<file path="config.mk">
export PLATFORM = sky130hd
export DESIGN_NAME = card_id_allowlist_table
export DESIGN_NICKNAME = d
export VERILOG_FILES = /design/src/design/cail_pkg.sv /design/src/design/card_id_allowlist_table.sv /design/src/design/cail_dp.sv /design/src/design/cail_ctrl.sv
export SDC_FILE = /design/constraint.sdc
export NUM_CORES = 2
export LEC_CHECK = 0
export BUFFER_PORTS_ARGS = -buffer_cell sky130_fd_sc_hd__clkbuf_2
export CAP_MARGIN = 40
export CORE_MARGIN = 4
export CORE_UTILIZATION = 24
export DETAILED_ROUTE_END_ITERATION = 16
export PLACE_DENSITY_LB_ADDON = 0.2
export SLEW_MARGIN = 20
export SYNTH_ARGS = -nofsm -noshare
export SYNTH_HDL_FRONTEND = slang
export SYNTH_HIERARCHICAL = 1
export SYNTH_SLANG_ARGS = --single-unit
</file>
<file path="constraint.sdc">
create_clock -name i_clk -period 7.45 [get_ports i_clk]
set_clock_uncertainty 0.15 [all_clocks]
set_input_delay 0.3725 -clock i_clk [delete_from_list [all_inputs] [get_ports i_clk]]
set_output_delay 0.3725 -clock i_clk [all_outputs]
set_load 0.01 [all_outputs]
</file>
<file path="src/design/cail_pkg.sv">
package cail_pkg;

    // Field widths of one word on each channel
    localparam int ID_W      = 32;
    localparam int OP_W      = 2;
    localparam int STAT_W    = 4;
    localparam int SLOT_W    = 6;
    localparam int DEF_SLOTS = 64;

    // Opcodes
    localparam logic [OP_W-1:0] OP_PRESENT = 2'd0;
    localparam logic [OP_W-1:0] OP_ADD     = 2'd1;
    localparam logic [OP_W-1:0] OP_DELETE  = 2'd2;
    localparam logic [OP_W-1:0] OP_CLEAR   = 2'd3;

    // Result status codes
    localparam logic [STAT_W-1:0] ST_ENROLLED = 4'd0;
    localparam logic [STAT_W-1:0] ST_MASTER   = 4'd1;
    localparam logic [STAT_W-1:0] ST_GRANTED  = 4'd2;
    localparam logic [STAT_W-1:0] ST_DENIED   = 4'd3;
    localparam logic [STAT_W-1:0] ST_ADDED    = 4'd4;
    localparam logic [STAT_W-1:0] ST_ALREADY  = 4'd5;
    localparam logic [STAT_W-1:0] ST_DELETED  = 4'd6;
    localparam logic [STAT_W-1:0] ST_NOTFOUND = 4'd7;
    localparam logic [STAT_W-1:0] ST_FULL     = 4'd8;
    localparam logic [STAT_W-1:0] ST_EMPTY    = 4'd9;

    // Table update applied when a result is committed
    typedef logic [2:0] t_act;
    localparam t_act ACT_NONE   = 3'd0;
    localparam t_act ACT_ENROLL = 3'd1;
    localparam t_act ACT_CLEAR  = 3'd2;
    localparam t_act ACT_ADD    = 3'd3;
    localparam t_act ACT_DEL    = 3'd4;

    // Source of the reported slot index
    typedef logic [1:0] t_slot_src;
    localparam t_slot_src SLOT_ZERO = 2'd0;
    localparam t_slot_src SLOT_HIT  = 2'd1;
    localparam t_slot_src SLOT_WR   = 2'd2;

    // Controller to datapath
    typedef struct packed {
        logic      load;
        logic      scan_start;
        logic      scan_run;
        logic      commit;
        t_act      act;
        t_slot_src slot_src;
    } t_dp_cmd;

    // Datapath to controller
    typedef struct packed {
        logic [OP_W-1:0] op;
        logic            master_vld;
        logic            id_zero;
        logic            id_is_master;
        logic            used_zero;
        logic            used_full;
        logic            scan_done;
        logic            hit;
        logic            free_vld;
    } t_dp_sts;

endpackage

</file>
<file path="src/design/card_id_allowlist_table.sv">
// Channel   Direction  Handshake           Word
// input     in         i_valid / o_stall   i_opcode, i_card_id
// output    out        o_valid / i_stall   o_status, o_slot_index
//
// A word passes through a check state, an optional table walk and a commit
// state; the walk reads one slot a cycle from the single-read slot memory.
// Reset is synchronous and active low; no clearing pass is needed, slots
// above the used count are never read. A new word is taken while a result
// still waits in the output register; a stalled output holds the finished
// next result in the commit state.
module card_id_allowlist_table #(
    parameter int SLOTS = cail_pkg::DEF_SLOTS
) (
    input  logic                        i_clk,
    input  logic                        i_rst_n,
    input  logic                        i_valid,
    output logic                        o_stall,
    input  logic [cail_pkg::OP_W-1:0]   i_opcode,
    input  logic [cail_pkg::ID_W-1:0]   i_card_id,
    output logic                        o_valid,
    input  logic                        i_stall,
    output logic [cail_pkg::STAT_W-1:0] o_status,
    output logic [cail_pkg::SLOT_W-1:0] o_slot_index
);
    import cail_pkg::*;

    t_dp_cmd cmd;
    t_dp_sts sts;

    // Sequence control
    cail_ctrl u_ctrl (
        .i_clk    (i_clk),
        .i_rst_n  (i_rst_n),
        .i_valid  (i_valid),
        .o_stall  (o_stall),
        .o_valid  (o_valid),
        .i_stall  (i_stall),
        .o_status (o_status),
        .i_sts    (sts),
        .o_cmd    (cmd)
    );

    // Table storage and slot walk
    cail_dp #(
        .SLOTS (SLOTS)
    ) u_dp (
        .i_clk        (i_clk),
        .i_rst_n      (i_rst_n),
        .i_opcode     (i_opcode),
        .i_card_id    (i_card_id),
        .i_cmd        (cmd),
        .o_sts        (sts),
        .o_slot_index (o_slot_index)
    );

`ifndef SYNTHESIS
    a_busy_after_accept: assert property (@(posedge i_clk) disable iff (!i_rst_n)
        (i_valid && !o_stall) |=> o_stall)
        else $error("input accepted twice in a row");

    a_status_range: assert property (@(posedge i_clk) disable iff (!i_rst_n)
        o_valid |-> (o_status <= ST_EMPTY))
        else $error("status code out of range");

    a_slot_zero: assert property (@(posedge i_clk) disable iff (!i_rst_n)
        (o_valid && (o_status == ST_ENROLLED || o_status == ST_MASTER ||
                     o_status == ST_DENIED || o_status == ST_NOTFOUND ||
                     o_status == ST_FULL || o_status == ST_EMPTY))
        |-> (o_slot_index == '0))
        else $error("slot index set for a status without a slot");

    a_commit_needs_room: assert property (@(posedge i_clk) disable iff (!i_rst_n)
        cmd.commit |-> (!o_valid || !i_stall))
        else $error("result committed over a waiting result");
`endif

endmodule

</file>
<file path="src/design/cail_dp.sv">
module cail_dp #(
    parameter int SLOTS = cail_pkg::DEF_SLOTS
) (
    input  logic                        i_clk,
    input  logic                        i_rst_n,
    input  logic [cail_pkg::OP_W-1:0]   i_opcode,
    input  logic [cail_pkg::ID_W-1:0]   i_card_id,
    input  cail_pkg::t_dp_cmd           i_cmd,
    output cail_pkg::t_dp_sts           o_sts,
    output logic [cail_pkg::SLOT_W-1:0] o_slot_index
);
    import cail_pkg::*;

    localparam int IW = (SLOTS > 1) ? $clog2(SLOTS) : 1;
    localparam int CW = $clog2(SLOTS + 1);

    logic [ID_W-1:0]   r_mem [SLOTS];
    logic [OP_W-1:0]   r_op;
    logic [ID_W-1:0]   r_id;
    logic [ID_W-1:0]   r_master_id;
    logic              r_master_vld;
    logic [CW-1:0]     r_used;
    logic [CW-1:0]     r_rd_k;
    logic [IW-1:0]     r_cmp_k;
    logic              r_cmp_vld;
    logic [ID_W-1:0]   r_rd_data;
    logic              r_hit;
    logic [IW-1:0]     r_hit_k;
    logic              r_free_vld;
    logic [IW-1:0]     r_free_k;
    logic              r_scan_done;
    logic [SLOT_W-1:0] r_slot;

    logic              rd_en;
    logic              cmp_act;
    logic              cmp_last;
    logic              wr_en;
    logic [IW-1:0]     wr_addr;
    logic [IW-1:0]     add_addr;
    logic [ID_W-1:0]   wr_data;

    // Walk the used slots one read a cycle until a match or the last slot
    assign rd_en    = i_cmd.scan_run && !r_scan_done && (r_rd_k < r_used);
    assign cmp_act  = i_cmd.scan_run && !r_scan_done && r_cmp_vld;
    assign cmp_last = (CW'(r_cmp_k) == (r_used - CW'(1)));

    // Pick the write port address and data for the committed update
    assign add_addr = r_free_vld ? r_free_k : r_used[IW-1:0];

    always_comb begin
        wr_en   = 1'b0;
        wr_addr = add_addr;
        wr_data = r_id;
        if (i_cmd.commit && i_cmd.act == ACT_ADD) begin
            wr_en = 1'b1;
        end else if (i_cmd.commit && i_cmd.act == ACT_DEL) begin
            wr_en   = 1'b1;
            wr_addr = r_hit_k;
            wr_data = '0;
        end
    end

    // Slot memory: one write and one registered read per cycle
    always_ff @(posedge i_clk) begin
        if (wr_en) begin
            r_mem[wr_addr] <= wr_data;
        end
        if (rd_en) begin
            r_rd_data <= r_mem[r_rd_k[IW-1:0]];
        end
    end

    // Capture the incoming word
    always_ff @(posedge i_clk) begin
        if (i_cmd.load) begin
            r_op <= i_opcode;
            r_id <= i_card_id;
        end
    end

    // Scan control and match tracking
    always_ff @(posedge i_clk) begin
        if (!i_rst_n) begin
            r_rd_k      <= '0;
            r_cmp_vld   <= 1'b0;
            r_hit       <= 1'b0;
            r_free_vld  <= 1'b0;
            r_scan_done <= 1'b0;
        end else if (i_cmd.scan_start) begin
            r_rd_k      <= '0;
            r_cmp_vld   <= 1'b0;
            r_hit       <= 1'b0;
            r_free_vld  <= 1'b0;
            r_scan_done <= (r_used == '0);
        end else begin
            r_cmp_vld <= rd_en;
            if (rd_en) begin
                r_rd_k <= r_rd_k + CW'(1);
            end
            if (cmp_act) begin
                if (r_rd_data == r_id && r_id != '0) begin
                    r_hit       <= 1'b1;
                    r_scan_done <= 1'b1;
                end
                if (r_rd_data == '0 && !r_free_vld) begin
                    r_free_vld <= 1'b1;
                end
                if (cmp_last) begin
                    r_scan_done <= 1'b1;
                end
            end
        end
    end

    // Hold slot numbers seen by the compare stage
    always_ff @(posedge i_clk) begin
        if (rd_en) begin
            r_cmp_k <= r_rd_k[IW-1:0];
        end
        if (cmp_act && r_rd_data == r_id && !r_hit) begin
            r_hit_k <= r_cmp_k;
        end
        if (cmp_act && r_rd_data == '0 && !r_free_vld) begin
            r_free_k <= r_cmp_k;
        end
    end

    // Apply master enrollment, clear and append on commit
    always_ff @(posedge i_clk) begin
        if (!i_rst_n) begin
            r_master_vld <= 1'b0;
            r_used       <= '0;
        end else if (i_cmd.commit) begin
            case (i_cmd.act)
                ACT_ENROLL: r_master_vld <= 1'b1;
                ACT_CLEAR:  r_used <= '0;
                ACT_ADD: begin
                    if (!r_free_vld) begin
                        r_used <= r_used + CW'(1);
                    end
                end
                default: ;
            endcase
        end
    end

    always_ff @(posedge i_clk) begin
        if (i_cmd.commit && i_cmd.act == ACT_ENROLL) begin
            r_master_id <= r_id;
        end
    end

    // Register the reported slot index
    always_ff @(posedge i_clk) begin
        if (i_cmd.commit) begin
            case (i_cmd.slot_src)
                SLOT_HIT: r_slot <= SLOT_W'(r_hit_k);
                SLOT_WR:  r_slot <= SLOT_W'(add_addr);
                default:  r_slot <= '0;
            endcase
        end
    end

    assign o_slot_index = r_slot;

    assign o_sts.op           = r_op;
    assign o_sts.master_vld   = r_master_vld;
    assign o_sts.id_zero      = (r_id == '0);
    assign o_sts.id_is_master = (r_id == r_master_id);
    assign o_sts.used_zero    = (r_used == '0);
    assign o_sts.used_full    = (r_used == CW'(SLOTS));
    assign o_sts.scan_done    = r_scan_done;
    assign o_sts.hit          = r_hit;
    assign o_sts.free_vld     = r_free_vld;

endmodule

</file>
<file path="src/design/cail_ctrl.sv">
module cail_ctrl (
    input  logic                        i_clk,
    input  logic                        i_rst_n,
    input  logic                        i_valid,
    output logic                        o_stall,
    output logic                        o_valid,
    input  logic                        i_stall,
    output logic [cail_pkg::STAT_W-1:0] o_status,
    input  cail_pkg::t_dp_sts           i_sts,
    output cail_pkg::t_dp_cmd           o_cmd
);
    import cail_pkg::*;

    localparam logic [1:0] S_IDLE  = 2'd0;
    localparam logic [1:0] S_CHECK = 2'd1;
    localparam logic [1:0] S_SCAN  = 2'd2;
    localparam logic [1:0] S_DONE  = 2'd3;

    logic [1:0]        r_state, n_state;
    logic [STAT_W-1:0] r_pend, n_pend;
    t_act              r_act, n_act;
    t_slot_src         r_src, n_src;
    logic              r_out_vld, n_out_vld;
    logic [STAT_W-1:0] r_out_status, n_out_status;
    logic              out_free;

    assign out_free = !r_out_vld || !i_stall;

    // Sequence one word: check, optional slot walk, then commit
    always_comb begin
        n_state      = r_state;
        n_pend       = r_pend;
        n_act        = r_act;
        n_src        = r_src;
        n_out_vld    = r_out_vld && i_stall;
        n_out_status = r_out_status;
        o_cmd        = '0;
        o_cmd.act      = r_act;
        o_cmd.slot_src = r_src;

        unique case (r_state)
            S_IDLE: begin
                if (i_valid) begin
                    o_cmd.load = 1'b1;
                    n_state    = S_CHECK;
                end
            end
            S_CHECK: begin
                n_state = S_DONE;
                n_act   = ACT_NONE;
                n_src   = SLOT_ZERO;
                if (!i_sts.master_vld) begin
                    if (i_sts.id_zero) begin
                        n_pend = ST_DENIED;
                    end else begin
                        n_pend = ST_ENROLLED;
                        n_act  = ACT_ENROLL;
                    end
                end else begin
                    unique case (i_sts.op) inside
                        OP_PRESENT, OP_ADD: begin
                            if (i_sts.id_is_master) begin
                                n_pend = ST_MASTER;
                            end else if (i_sts.id_zero) begin
                                n_pend = ST_DENIED;
                            end else begin
                                o_cmd.scan_start = 1'b1;
                                n_state          = S_SCAN;
                            end
                        end
                        OP_DELETE: begin
                            if (i_sts.used_zero) begin
                                n_pend = ST_EMPTY;
                            end else if (i_sts.id_is_master) begin
                                n_pend = ST_MASTER;
                            end else if (i_sts.id_zero) begin
                                n_pend = ST_NOTFOUND;
                            end else begin
                                o_cmd.scan_start = 1'b1;
                                n_state          = S_SCAN;
                            end
                        end
                        default: begin
                            n_pend = ST_EMPTY;
                            n_act  = ACT_CLEAR;
                        end
                    endcase
                end
            end
            S_SCAN: begin
                o_cmd.scan_run = 1'b1;
                if (i_sts.scan_done) begin
                    n_state = S_DONE;
                    unique case (i_sts.op)
                        OP_PRESENT: begin
                            n_pend = i_sts.hit ? ST_GRANTED : ST_DENIED;
                            n_src  = i_sts.hit ? SLOT_HIT : SLOT_ZERO;
                        end
                        OP_ADD: begin
                            if (i_sts.hit) begin
                                n_pend = ST_ALREADY;
                                n_src  = SLOT_HIT;
                            end else if (i_sts.free_vld || !i_sts.used_full) begin
                                n_pend = ST_ADDED;
                                n_act  = ACT_ADD;
                                n_src  = SLOT_WR;
                            end else begin
                                n_pend = ST_FULL;
                            end
                        end
                        default: begin
                            if (i_sts.hit) begin
                                n_pend = ST_DELETED;
                                n_act  = ACT_DEL;
                                n_src  = SLOT_HIT;
                            end else begin
                                n_pend = ST_NOTFOUND;
                            end
                        end
                    endcase
                end
            end
            default: begin
                if (out_free) begin
                    o_cmd.commit = 1'b1;
                    n_out_vld    = 1'b1;
                    n_out_status = r_pend;
                    n_state      = S_IDLE;
                end
            end
        endcase
    end

    always_ff @(posedge i_clk) begin
        if (!i_rst_n) begin
            r_state   <= S_IDLE;
            r_out_vld <= 1'b0;
            r_act     <= ACT_NONE;
            r_src     <= SLOT_ZERO;
        end else begin
            r_state   <= n_state;
            r_out_vld <= n_out_vld;
            r_act     <= n_act;
            r_src     <= n_src;
        end
    end

    always_ff @(posedge i_clk) begin
        r_pend       <= n_pend;
        r_out_status <= n_out_status;
    end

    assign o_stall  = (r_state != S_IDLE);
    assign o_valid  = r_out_vld;
    assign o_status = r_out_status;

endmodule

</file>
==> results by group <==
Status
  • Outcome: finished, final reports clean

Finish
  • FILL cells: 34.4k
  • Share of layout cells above drive strength 1: 29.4%
  • Most common cell after layout, fill and taps aside: edfxtp_1
  • Util after Layout: 28.8%
  • Synth-to-Final Area Change: 19.3%
  • Layout Nets: 4243
  • Most frequent cells in the layout: edfxtp_1 (2178), mux4_2 (576), clkbuf_16 (247)

Clock tree
  • Htree depth: 4
  • Postcts setup bufs: 0
  • Maximum buffer depth of the clock tree: 4
  • CTS clk-pin slew, worst paths: 0.06 ns
  • Clock Tree Root: clkbuf_16
  • TritonCTS buffer count: 244
  • Cts repair resizes: 0
  • CTS tree: built
  • # clock sinks: 2205
  • Worst skew pair latency: 0.90 ns

Yosys
  • Yosys cell types: 65
  • Syn. warnings: 6
  • EDFF count, synth: 2178
  • Synth Register Bits: 2205
  • Synth Cell Area: 85300 µm²
  • Ys flop type: edfxtp_1
  • Synth Net Count: 3885
  • Mean Syn Cell Area: 22.3 µm²
  • Gate Count Post-Synth: 3831
  • Asr flop ratio synth: 0%
  • Sequential area share after synthesis: 77.3%

Worst hold path
  • Hold wc startpoint: i_card_id[13]
  • Min-Delay Path Class: input port to flop
  • WHS Path Cells: 2
  • WHS Endpoint: u_dp/r_id[13]

Route
  • Drt drc: 0
  • Routed vias: 41.3k
  • Post-detailed-routing wire length: 258000 µm
  • DRT antenna net count: 0
  • Routed wire per std cell: 28.3 µm
  • DR iter-0 viols: 4225
  • Drt pass-1 iters: 5
  • Via density: 4.52

Job
  • Max Cap Viol: 0

Critical path
  • Worst r2r path cells: 8
  • CP startpoint kind: flop
  • CP Max Fanout: 19
  • Crit path DAT: 5.30 ns
  • Crit path kind: flop to flop
  • CP endpoint kind: flop
  • Worst reg2reg endpoint: u_dp/r_mem[22][1]
  • CP Launch Point: u_ctrl/r_state[0]
  • Worst EP required: 7.83 ns
  • R2r setup slk: 2.53 ns
  • Worst r2r src: u_ctrl/r_state[0]

Power and ir drop
  • Reg power frac: 51.8%
  • Leak: 30.1 nW
  • Internal Pwr Total: 21.7 mW
  • Clock power share: 42.4%
  • Sw Ratio: 22.6%
  • Net Switching: 6.35 mW
  • Combinational share of power: 5.8%
  • Pwr dens: 276 nW/µm²
  • Max VDD drop: 0.000232 V

Place
  • Buffers on Ports: 49
  • Pre-CTS WS: 2.63 ns
  • GP Congestion: 0.868
  • Hpwl dp: 162000 µm

Die
  • Die footprint: 365000 µm²
  • Initial core utilization: 24.2%
  • I/O Pins: 50
  • Core area: 353000 µm²
  • Die height: 604 µm
  • # rows: 218
  • Die width: 604 µm

STA
  • Rel. slew slack: 38.7%
  • Minimum clock period: 4.92 ns
  • Fmax: 0.203 GHz
  • Setup_tns: 0 ns
  • Final Max Tran Viols: 0
  • Slew @ Worst Pin: 0.919 ns
  • Fin crit share: 66.0%
  • Setup violators final: 0
  • Worst hold-check slack: 0.0894 ns
  • Fin. Hold Viols: 0
  • Final worst slack: 2.53 ns
  • RSZ-0062 raised after global routing: no

GRT
  • Grt total ovfl: 0
  • Largest net degree at the start of global routing: 101
  • Initial antenna violation count: 18
  • Vias in the first global route: 41.9k
  • First-pass GRT wire length: 356000 µm
  • Gr usage total: 13.8%
[worst max-delay path: stages, from the launching register on]
cell and delay (ns):
dfxtp_1 0.39, ha_1 0.26, nor2b_1 0.15, buf_4 0.24
nand4bb_2 0.52, o22ai_1 0.90, nand2_1 0.69, nor2_4 0.79
buf_4 0.44
[layout make-up]
type / count / area [µm²] / area share [%]
Timing Repair Buffer: 303 / 3210 / 3.16
Tap cell: 4730 / 5920 / 5.82
Sequential cell: 2205 / 66000 / 64.8
Antenna cell: 8 / 20.0 / 0.0197
Inverter: 24 / 95.1 / 0.0934
Clock buffer: 307 / 6430 / 6.31
Multi-Input combinational cell: 1411 / 18800 / 18.5
Clock inverter: 130 / 1360 / 1.34
[worst max path at each step]
| stage | end | slack, ns |
|---|---|---|
| after floorplan | u_dp/r_master_id[0] | 2.22 |
| after global placement | u_dp/r_mem[12][31] | 2.43 |
| after detailed placement | u_dp/r_mem[22][12] | 2.63 |
| after CTS | u_dp/r_mem[22][1] | 2.59 |
| after global routing | u_dp/r_mem[47][0] | 2.37 |
| final | u_dp/r_mem[22][1] | 2.53 |
[routing by layer]
metal	share of wire [%]	routed length [µm]	track usage (%)
met5	0	0	0
met4	2.9	7590	3.90
met3	5.9	15100	2.54
met2	47	120000	21.9
met1	45	115000	19.4
[power by group through the flow]
stage / clock [mW] / combinational, mW / sequential [mW]
floorplan: 0 / 0.616 / 14.7
global placement: 0 / 1.48 / 14.8
detailed placement: 0 / 1.63 / 14.8
CTS: 12.3 / 1.64 / 14.5
global route: 12.8 / 1.73 / 14.5
finish: 11.9 / 1.63 / 14.5
[kinds of logic after synthesis]
family	share of synthesized area, %
flip-flops	77.3
AO/OA/AOI/OAI	1.81
adder cells (fa/ha/maj)	0.235
buffers and inverters	1.35
multiplexers	15.9
XOR/XNOR	0.811
AND/OR/NAND/NOR	2.57
[synthesized netlist by cell type, types with 20 or more instances]
master,n,share of area (%)
mux2i_1,57,0.67
a211oi_1,32,0.28
a21oi_1,36,0.21
dfxtp_1,27,0.63
nand2_1,120,0.53
edfxtp_1,2178,77
mux4_2,576,15
clkbuf_1,63,0.28
buf_1,22,0.097
xnor2_1,44,0.45
nand4_1,25,0.18
buf_4,25,0.22
o21ai_0,30,0.18
nor4_1,27,0.20
inv_1,23,0.10
and2_1,61,0.45
nand3_1,20,0.12
xor2_1,35,0.36
o22ai_1,32,0.23
buf_2,59,0.35
nor2_1,137,0.60
[registers in the layout, summed over array words and instances (netlist names), 7 cells and up]
signal,flops
u_dp/r_used,7
u_dp/r_id,32
u_dp/r_rd_k,7
u_dp/r_mem,2048
u_dp/r_master_id,32
u_dp/r_rd_data,32
[timing repair]
| item | in CTS | in global routing |
|---|---|---|
| setup endpoints to repair | 0 | 0 |
| hold buffers | 48 | 0 |
| endpoints found under the hold margin | 49 | 0 |
[per-stage QoR]
stage / power, mW / instances / area, µm²
2_1_floorplan: 15.3 / 3831 / 85300
6_report: 28.1 / 9118 / 102000
3_3_place_gp: 16.3 / 8557 / 92200
3_5_place_dp: 16.4 / 8615 / 93300
5_1_grt: 29.0 / 9111 / 102000
4_1_cts: 28.4 / 9100 / 102000
No activity file was read; power rests on OpenSTA's default activity.
